===== config.mk =====
export PLATFORM = sky130hd
export DESIGN_NAME = elapsed_time_reconciler_unit
export DESIGN_NICKNAME = d
export VERILOG_FILES = /design/src/etr_pkg.sv /design/src/etr_ctrl.sv /design/src/etr_dp.sv /design/src/elapsed_time_reconciler_unit.sv
export SDC_FILE = /design/constraint.sdc
export NUM_CORES = 2
export LEC_CHECK = 0
export BUFFER_PORTS_ARGS = -buffer_cell sky130_fd_sc_hd__buf_2
export CELL_PAD_IN_SITES_DETAIL_PLACEMENT = 1
export CELL_PAD_IN_SITES_GLOBAL_PLACEMENT = 1
export CORE_MARGIN = 4
export CORE_UTILIZATION = 48
export CTS_CLUSTER_DIAMETER = 200
export DETAILED_ROUTE_END_ITERATION = 10
export HOLD_SLACK_MARGIN = 0.15
export PLACE_DENSITY_LB_ADDON = 0.05
export SETUP_SLACK_MARGIN = 0.4
export SLEW_MARGIN = 40
export SYNTH_ARGS = -nofsm -noshare
export SYNTH_HDL_FRONTEND = slang
export SYNTH_SLANG_ARGS = --single-unit

===== constraint.sdc =====
create_clock -name clk_i -period 16.5 [get_ports clk_i]
set_clock_uncertainty 0.15 [all_clocks]
set_input_delay 2.475 -clock clk_i [delete_from_list [all_inputs] [get_ports clk_i]]
set_output_delay 2.475 -clock clk_i [all_outputs]
set_load 0.1 [all_outputs]

===== src/etr_pkg.sv =====
// Package for the elapsed-time reconciler: types, constants, register codes.
`default_nettype none
package etr_pkg;

  localparam int unsigned TagBytesDefault = 16;
  localparam int unsigned DivSteps = 33;

  localparam logic [63:0] Int64Max = 64'h7FFF_FFFF_FFFF_FFFF;
  localparam logic [63:0] Int64Min = 64'h8000_0000_0000_0000;

  // configuration register indexes
  localparam logic [2:0] RegCreditMax = 3'd0;
  localparam logic [2:0] RegCareTick  = 3'd1;
  localparam logic [2:0] RegNtpSlack  = 3'd2;
  localparam logic [2:0] RegTzShift   = 3'd3;
  localparam logic [2:0] RegTzLowest  = 3'd4;
  localparam logic [2:0] RegTzHighest = 3'd5;

  typedef enum logic [2:0] {
    StIdle,
    StCompare,
    StCredit,
    StDivide,
    StFinish,
    StOutput
  } state_e;

  // controller to datapath
  typedef struct packed {
    logic load;
    logic compare;
    logic credit;
    logic div_start;
    logic div_step;
    logic finish;
  } cmd_t;

  // datapath to controller
  typedef struct packed {
    logic div_done;
  } status_t;

  // saturating signed 64-bit subtraction
  function automatic logic [63:0] sat_sub(input logic [63:0] a, input logic [63:0] b);
    logic [64:0] d;
    begin
      d = {a[63], a} - {b[63], b};
      if (d[64] != d[63]) sat_sub = d[64] ? Int64Min : Int64Max;
      else sat_sub = d[63:0];
    end
  endfunction

  // magnitude with the most negative value clamped
  function automatic logic [63:0] magnitude(input logic [63:0] v);
    begin
      if (!v[63]) magnitude = v;
      else if (v == Int64Min) magnitude = Int64Max;
      else magnitude = -v;
    end
  endfunction

endpackage
`default_nettype wire


===== src/etr_ctrl.sv =====
// Controller state machine for the elapsed-time reconciler.
`default_nettype none
module etr_ctrl (
  input  wire logic            clk_i,
  input  wire logic            rst_ni,
  input  wire logic            in_fire_i,
  input  wire logic            out_free_i,
  input  wire etr_pkg::status_t status_i,
  output etr_pkg::cmd_t        cmd_o,
  output logic                 busy_o,
  output logic                 out_load_o
);
  import etr_pkg::*;

  state_e state_q, state_d;

  always_ff @(posedge clk_i or negedge rst_ni) begin
    if (!rst_ni) state_q <= StIdle;
    else state_q <= state_d;
  end

  always_comb begin
    state_d = state_q;
    cmd_o = '0;
    out_load_o = 1'b0;
    busy_o = 1'b1;
    case (state_q)
      StIdle: begin
        busy_o = 1'b0;
        if (in_fire_i) begin
          cmd_o.load = 1'b1;
          state_d = StCompare;
        end
      end
      StCompare: begin
        cmd_o.compare = 1'b1;
        state_d = StCredit;
      end
      StCredit: begin
        cmd_o.credit = 1'b1;
        state_d = StDivide;
      end
      StDivide: begin
        if (status_i.div_done) state_d = StFinish;
        else cmd_o.div_step = 1'b1;
      end
      StFinish: begin
        cmd_o.finish = 1'b1;
        state_d = StOutput;
      end
      StOutput: begin
        // hand the result over once the output register is free
        if (out_free_i) begin
          out_load_o = 1'b1;
          state_d = StIdle;
        end
      end
      default: state_d = StIdle;
    endcase
    cmd_o.div_start = cmd_o.credit;
  end

endmodule
`default_nettype wire


===== src/etr_dp.sv =====
// Datapath: anchor registers, gap arithmetic and the iterative tick divider.
`default_nettype none
module etr_dp #(
  parameter int unsigned TagBytes = etr_pkg::TagBytesDefault
) (
  input  wire logic              clk_i,
  input  wire logic              rst_ni,
  input  wire etr_pkg::cmd_t     cmd_i,
  output etr_pkg::status_t       status_o,
  input  wire logic [287:0]      in_data_i,
  input  wire logic [31:0]       credit_max_i,
  input  wire logic [16:0]       care_tick_i,
  input  wire logic [31:0]       ntp_slack_i,
  input  wire logic [11:0]       tz_shift_i,
  input  wire logic [11:0]       tz_lowest_i,
  input  wire logic [10:0]       tz_highest_i,
  output logic [303:0]           result_o
);
  import etr_pkg::*;

  localparam int unsigned LoBytes = (TagBytes >= 8) ? 8 : TagBytes;
  localparam int unsigned HiBytes = (TagBytes > 8) ? TagBytes - 8 : 0;
  localparam logic [63:0] MaskLo = (LoBytes == 8) ? '1 : ((64'd1 << (8 * LoBytes)) - 64'd1);
  localparam logic [63:0] MaskHi = (HiBytes == 8) ? '1 :
                                   ((64'd1 << (8 * HiBytes)) - 64'd1);

  // observation registers
  logic [63:0] wall_q, boot_q, tlo_q, thi_q;
  logic [11:0] zone_q;
  // anchor
  logic [63:0] a_wall_q, a_boot_q, a_tlo_q, a_thi_q;
  logic [11:0] a_zone_q;
  logic        anchored_q;
  logic [16:0] rem_q;
  logic [63:0] total_q;
  // per-item results
  logic [62:0] trusted_q;
  logic [31:0] credited_q;
  logic [12:0] zdelta_q;
  logic        first_q, back_q, jump_q, shift_q, gave_q, same_q;
  logic [63:0] next_wall_q;
  // divider
  logic [32:0] quo_q;
  logic [16:0] drem_q;
  logic [16:0] tick_q;
  logic [5:0]  cnt_q;

  // zone cleaning on capture
  logic signed [31:0] zraw;
  logic        zok;
  assign zraw = in_data_i[287:256];
  assign zok  = (zraw >= $signed({{20{tz_lowest_i[11]}}, tz_lowest_i})) &&
                (zraw <= $signed({21'd0, tz_highest_i}));

  // compare-stage logic
  logic [63:0] wgap, bgap, tsel, dv;
  logic [12:0] zd, zmag;
  logic        same, shifted, jmp;
  always_comb begin
    wgap = sat_sub(wall_q, a_wall_q);
    bgap = sat_sub(boot_q, a_boot_q);
    zd = {zone_q[11], zone_q} - {a_zone_q[11], a_zone_q};
    zmag = zd[12] ? -zd : zd;
    shifted = zmag >= {1'b0, tz_shift_i};
    same = (((tlo_q ^ a_tlo_q) & MaskLo) == '0) && (((thi_q ^ a_thi_q) & MaskHi) == '0);
    dv = magnitude(sat_sub(wgap, bgap));
    jmp = 1'b0;
    if (same && !bgap[63]) begin
      if (wgap[63]) tsel = bgap;
      else begin
        tsel = ($signed(wgap) < $signed(bgap)) ? wgap : bgap;
        jmp = !shifted && (dv > {32'd0, ntp_slack_i});
      end
    end else tsel = wgap;
    if (tsel[63]) tsel = '0;
  end

  // credit capped at the configured maximum
  logic [31:0] credited_w;
  assign credited_w = (trusted_q > {31'd0, credit_max_i}) ? credit_max_i : trusted_q[31:0];

  // divider step: restoring, one quotient bit per cycle over the 33-bit pending
  logic [17:0] trial;
  assign trial = {drem_q, quo_q[32]} - {1'b0, tick_q};
  assign status_o.div_done = (cnt_q == 6'(DivSteps));

  logic [63:0] nsum;
  logic [16:0] remaining;
  assign remaining = tick_q - drem_q;
  assign nsum = wall_q + {47'd0, remaining};

  always_ff @(posedge clk_i or negedge rst_ni) begin
    if (!rst_ni) begin
      a_wall_q <= '0; a_boot_q <= '0; a_tlo_q <= '0; a_thi_q <= '0;
      a_zone_q <= '0; anchored_q <= 1'b0; rem_q <= '0; total_q <= '0;
      cnt_q <= '0;
    end else begin
      if (cmd_i.credit) begin
        cnt_q <= '0;
        total_q <= total_q + {32'd0, anchored_q ? credited_w : 32'd0};
      end else if (cmd_i.div_step) cnt_q <= cnt_q + 6'd1;
      if (cmd_i.finish) begin
        a_wall_q <= wall_q; a_boot_q <= boot_q; a_tlo_q <= tlo_q;
        a_thi_q <= thi_q; a_zone_q <= zone_q; anchored_q <= 1'b1;
        rem_q <= drem_q;
      end
    end
  end

  always_ff @(posedge clk_i) begin
    if (cmd_i.load) begin
      wall_q <= in_data_i[63:0];
      boot_q <= in_data_i[127:64];
      tlo_q  <= in_data_i[191:128];
      thi_q  <= in_data_i[255:192];
      zone_q <= zok ? zraw[11:0] : 12'd0;
      tick_q <= (care_tick_i == '0) ? 17'd1 : care_tick_i;
    end
    if (cmd_i.compare) begin
      first_q   <= !anchored_q;
      trusted_q <= anchored_q ? tsel[62:0] : '0;
      zdelta_q  <= anchored_q ? zd : '0;
      back_q    <= anchored_q && wgap[63];
      jump_q    <= anchored_q && jmp;
      shift_q   <= anchored_q && shifted;
      same_q    <= anchored_q && same;
    end
    if (cmd_i.div_start) begin
      credited_q <= anchored_q ? credited_w : 32'd0;
      gave_q     <= anchored_q && (trusted_q > {31'd0, credit_max_i});
      quo_q      <= {16'd0, rem_q} + {1'b0, anchored_q ? credited_w : 32'd0};
      drem_q     <= '0;
    end else if (cmd_i.div_step) begin
      if (!trial[17]) begin
        drem_q <= trial[16:0];
        quo_q  <= {quo_q[31:0], 1'b1};
      end else begin
        drem_q <= {drem_q[15:0], quo_q[32]};
        quo_q  <= {quo_q[31:0], 1'b0};
      end
    end
    if (cmd_i.finish) begin
      next_wall_q <= (!wall_q[63] && nsum[63]) ? Int64Max : nsum;
    end
  end

  // result packing, first field lowest
  assign result_o = {
    93'd0,
    same_q, back_q | jump_q, gave_q, shift_q, jump_q, back_q, first_q,
    zdelta_q, next_wall_q, (quo_q[32] ? 32'hFFFF_FFFF : quo_q[31:0]),
    credited_q, trusted_q };

endmodule
`default_nettype wire


===== src/elapsed_time_reconciler_unit.sv =====
// Elapsed-time reconciler: one observation in, one reconciliation result out.
// Each observation passes the compare, credit, divide and finish states; the 33-step divider dominates.
// A new observation is taken only after the last result is handed to the output register.
// The input is taken only in idle; a finished result waits in the output register.
// Reset clears anchor, remainder, total and restores default register values.
`default_nettype none
module elapsed_time_reconciler_unit #(
  parameter int unsigned TagBytes = etr_pkg::TagBytesDefault
) (
  input  wire logic         clk_i,
  input  wire logic         rst_ni,
  input  wire logic         s_axis_tvalid,
  output logic              s_axis_tready,
  // wall_seconds, boot_seconds, boot_tag_low, boot_tag_high, zone_minutes
  input  wire logic [287:0] s_axis_tdata,
  output logic              m_axis_tvalid,
  input  wire logic         m_axis_tready,
  // trusted_seconds, credited_seconds, ticks_earned, next_tick_wall, zone_delta,
  // first_observation, went_backwards, jumped, zone_shifted, gave_up, anomaly,
  // same_boot_seen, zero fill
  output logic [303:0]      m_axis_tdata,
  input  wire logic         cfg_valid_i,
  output logic              cfg_ready_o,
  input  wire logic [2:0]   cfg_index_i,
  input  wire logic [31:0]  cfg_data_i
);
  import etr_pkg::*;

  logic [31:0] credit_max_q, ntp_slack_q;
  logic [16:0] care_tick_q;
  logic [11:0] tz_shift_q, tz_lowest_q;
  logic [10:0] tz_highest_q;

  // configuration writes
  assign cfg_ready_o = 1'b1;
  always_ff @(posedge clk_i or negedge rst_ni) begin
    if (!rst_ni) begin
      credit_max_q <= 32'd2592000; care_tick_q <= 17'd900; ntp_slack_q <= 32'd300;
      tz_shift_q <= 12'd60; tz_lowest_q <= 12'hD30; tz_highest_q <= 11'd840;
    end else if (cfg_valid_i) begin
      case (cfg_index_i)
        RegCreditMax: credit_max_q <= cfg_data_i;
        RegCareTick:  care_tick_q  <= cfg_data_i[16:0];
        RegNtpSlack:  ntp_slack_q  <= cfg_data_i;
        RegTzShift:   tz_shift_q   <= cfg_data_i[11:0];
        RegTzLowest:  tz_lowest_q  <= cfg_data_i[11:0];
        RegTzHighest: tz_highest_q <= cfg_data_i[10:0];
        default: ;
      endcase
    end
  end

  cmd_t    cmd;
  status_t status;
  logic    busy, out_load;
  logic [303:0] result;
  logic    in_fire;

  assign s_axis_tready = !busy;
  assign in_fire = s_axis_tvalid && s_axis_tready;

  etr_ctrl u_ctrl (
    .clk_i, .rst_ni, .in_fire_i(in_fire), .out_free_i(!m_axis_tvalid || m_axis_tready),
    .status_i(status), .cmd_o(cmd), .busy_o(busy), .out_load_o(out_load));

  etr_dp #(.TagBytes(TagBytes)) u_dp (
    .clk_i, .rst_ni, .cmd_i(cmd), .status_o(status), .in_data_i(s_axis_tdata),
    .credit_max_i(credit_max_q), .care_tick_i(care_tick_q), .ntp_slack_i(ntp_slack_q),
    .tz_shift_i(tz_shift_q), .tz_lowest_i(tz_lowest_q), .tz_highest_i(tz_highest_q),
    .result_o(result));

  // output register
  always_ff @(posedge clk_i or negedge rst_ni) begin
    if (!rst_ni) m_axis_tvalid <= 1'b0;
    else if (out_load) m_axis_tvalid <= 1'b1;
    else if (m_axis_tready) m_axis_tvalid <= 1'b0;
  end
  always_ff @(posedge clk_i) begin
    if (out_load) m_axis_tdata <= result;
  end

  a_load_free: assert property (@(posedge clk_i) disable iff (!rst_ni)
    out_load |-> (!m_axis_tvalid || m_axis_tready)) else $error("result overwritten");
  a_no_accept_busy: assert property (@(posedge clk_i) disable iff (!rst_ni)
    cmd.div_step |-> !s_axis_tready) else $error("accepted while dividing");
  a_start_after_load: assert property (@(posedge clk_i) disable iff (!rst_ni)
    cmd.load |=> cmd.compare) else $error("sequence broken");

endmodule
`default_nettype wire


==> flow_summary.ini <==
[global_route]
track_usage_pct = 30.8
grt_overflow = 0
grt_max_degree = 101
grt_pass1_wl_mm = 334
grt_antenna_before_repair = 49
grt_pass1_vias = 53400

[sta]
maxSlewViolCount = 0
relSlewSlack_pct = 38.0
worst_pin_slew_ns = 0.923
rsz0062_at_grt = no
fmax_ghz = 0.0692
fin_tns_setup_ns = 0
fin_ws_ns = 2.05
setup_violations = 0
min_period_ns = 14.45
final-hold-violation-count = 0
hold_slack_ns = 0.226
post-route-period-util_pct = 87.6

[power_and_ir_drop]
p_leak_nw = 30.6
clockPowerShare_pct = 21.7
intPower_w = 0.00717
p_total_w = 0.0128
p_comb_share_pct = 50.7
power_frac_seq_pct = 27.6
ir_drop_uv = 126
switchingPower_w = 0.00567
p_per_area_nw_per_um2 = 172
swShare_pct = 44.2

[placement]
io_buffers = 540
gp_congestion = 0.975
place_area_sq_um = 70300
dp_hpwl_mm = 174
pre_cts_slack_ns = 2.18

[critical_path]
reg2reg_depth = 52
cp_data_required_time_ns = 16.84
r2r_end = u_dp.jump_q$_DFFE_PP_
ff2ff_setup_slack_ns = 2.05
cpMaxStageDelayCell = nor4_2
cpPeakStageDelay_ns = 0.70
critPathLaunch = u_dp.boot_q[0]$_DFFE_PP_
cp-end-kind = register
arrival_ns = 14.79
path_max_fanout = 36
setup.worst_path.class = register to register
crit_path_end = u_dp.jump_q$_DFFE_PP_
reg2reg_from = u_dp.boot_q[0]$_DFFE_PP_
critPathLaunchType = register

[clock_tree]
htreeDepth = 3
cts_setup_buffers = 0
clk_latency_ns = 0.78
cts_buffer_depth = 3
numCtsBuffers = 121
cts.repair.resized = 0
cts_tree = built
cts_sinks = 1136
postCtsHoldBufs = 0
clkTransAtPathRegs_ns = 0.06
cts_root_buf = clkbuf_16

[routing]
vias = 51400
ant_nets = 0
via_per_inst = 5.89
drcViolationCount = 0
wl_mm = 224
drt_iter0_markers = 3824
wl_per_cell_um = 25.7
drt_first_pass_iters = 5

[yosys]
synthDistinctLibCells = 126
synth_edf_count = 707
yosysSeqAreaShare_pct = 48.6
synth_area_leader_cell = edfxtp_1
post_synth_inst_count = 6314
synth_async_sr_flop_share_pct = 36.3
synth_top_area_share_pct = 32.4
syn_avg_cell_area_sq_um = 10.4
synth_most_common_cell = edfxtp_1
netlist_top_cells_area = edfxtp_1, dfrtp_1, ha_1
synth_flop_cell = edfxtp_1
yosysWarnings = 0
ys_ff_latch = 1136
yosys-top-cells-count = edfxtp_1, nand2_1, o21ai_0
syn_area_sq_um = 65600

[floorplan]
start_util_pct = 48.4
pin_count = 635
rows = 135
die_area_sq_um = 143000
die_h_um = 378
die_x_um = 378
coreArea_sq_um = 136000

[layout]
regMostFlops = m_axis_tdata
area_delta_synth_final_pct = 13.6
final_area_sq_um = 74500
fin_nets = 7543
layout-drive-gt1-share_pct = 18.1
largest_reg_flops = 211

[flow_run]
cap_violations = 0

[worst_hold_path]
hp-class = register to register

[status]
status = finished, final reports clean
cells by family (layout without fill, tap and decap cells):
group,count (synthesis),in the layout,share of synthesized area [%]
buffers and inverters,749,1260,4.92
and+or+nand+nor,1714,1714,13.1
AOI/OAI and AO/OA,1612,1612,15.3
muxes,239,239,4.01
adders and majority gates,436,436,8.34
DFF,1136,1136,48.6
other,2,115,0.0114
xor gates and xnor gates,426,426,5.69
per-stage QoR:
step | cells | utilization (%)
3_3_place_gp | 8457 | 51.6
5_1_grt | 8715 | 55.0
3_5_place_dp | 8467 | 51.8
2_1_floorplan | 6406 | -
4_1_cts | 8696 | 54.9
6_report | 8719 | 55.0
cells in the final DEF (no fill, tap or decap), types with 82 or more instances in the layout:
master	n
xnor2_1	233
nor2_1	319
buf_4	82
dfrtp_1	383
buf_2	539
nand2_1	538
o21ai_0	470
nand3_1	104
mux2_2	192
inv_1	385
nor3_1	113
nand4_1	116
edfxtp_1	707
a21oi_1	451
nand2b_1	107
conb_1	94
xor2_1	188
clkbuf_16	125
ha_1	394
a21o_1	182
worst max-delay path, delay by kind of cell (launching register included):
family                   cells  cell delay, ns
AND/OR/NAND/NOR             18            4.53
AO/OA/AOI/OAI               25            6.19
buffers and inverters        4            0.82
flip-flops                   1            0.38
adder cells (fa/ha/maj)      5            2.05
layer usage:
layer,wire [um],vias up,global-route usage [%]
met2,107000,1541,51.8
met3,12500,378,4.59
met5,164,-,0
met4,9820,24,12.5
li1,-,23600,-
met1,94200,25900,39.9
worst min path at each step:
| stage | startpoint | to | slack, ns | cells past startpoint |
|---|---|---|---|---|
| 3_5_place_dp | u_dp.next_wall_q[19]$_SDFFCE_PP1P_ | m_axis_tdata[146]$_DFFE_PP_ | 0.26 | 0 |
| 2_1_floorplan | u_dp.next_wall_q[0]$_SDFFCE_PP1P_ | m_axis_tdata[127]$_DFFE_PP_ | 0.25 | 0 |
| 5_1_grt | u_dp.next_wall_q[54]$_SDFFCE_PP1P_ | m_axis_tdata[181]$_DFFE_PP_ | 0.24 | 0 |
| 6_report | u_dp.next_wall_q[54]$_SDFFCE_PP1P_ | m_axis_tdata[181]$_DFFE_PP_ | 0.23 | 0 |
| 3_3_place_gp | u_dp.first_q$_DFFE_PP_ | m_axis_tdata[204]$_DFFE_PP_ | 0.25 | 0 |
| 4_1_cts | u_dp.next_wall_q[54]$_SDFFCE_PP1P_ | m_axis_tdata[181]$_DFFE_PP_ | 0.22 | 0 |
area by class of cell:
cell class,instances,area (sq um)
fillers,14900,61100
well taps,1781,2230
diodes,21,52.6
multi-input cells,4521,31100
clock inverters,68,743
clock buffers,161,3360
repair buffers,642,3700
inverters,389,1460
flip-flops and latches,1136,31900
power by group through the flow:
stage                     Sequential [W]  Clock (W)  Combinational, W
after floorplan                  0.00353          0           0.00421
after global placement           0.00359          0           0.00620
after detailed placement         0.00360          0           0.00634
after CTS                        0.00354    0.00284           0.00639
after global routing             0.00357    0.00297           0.00702
final                            0.00355    0.00279           0.00651
(Power assumes the default switching activity.)
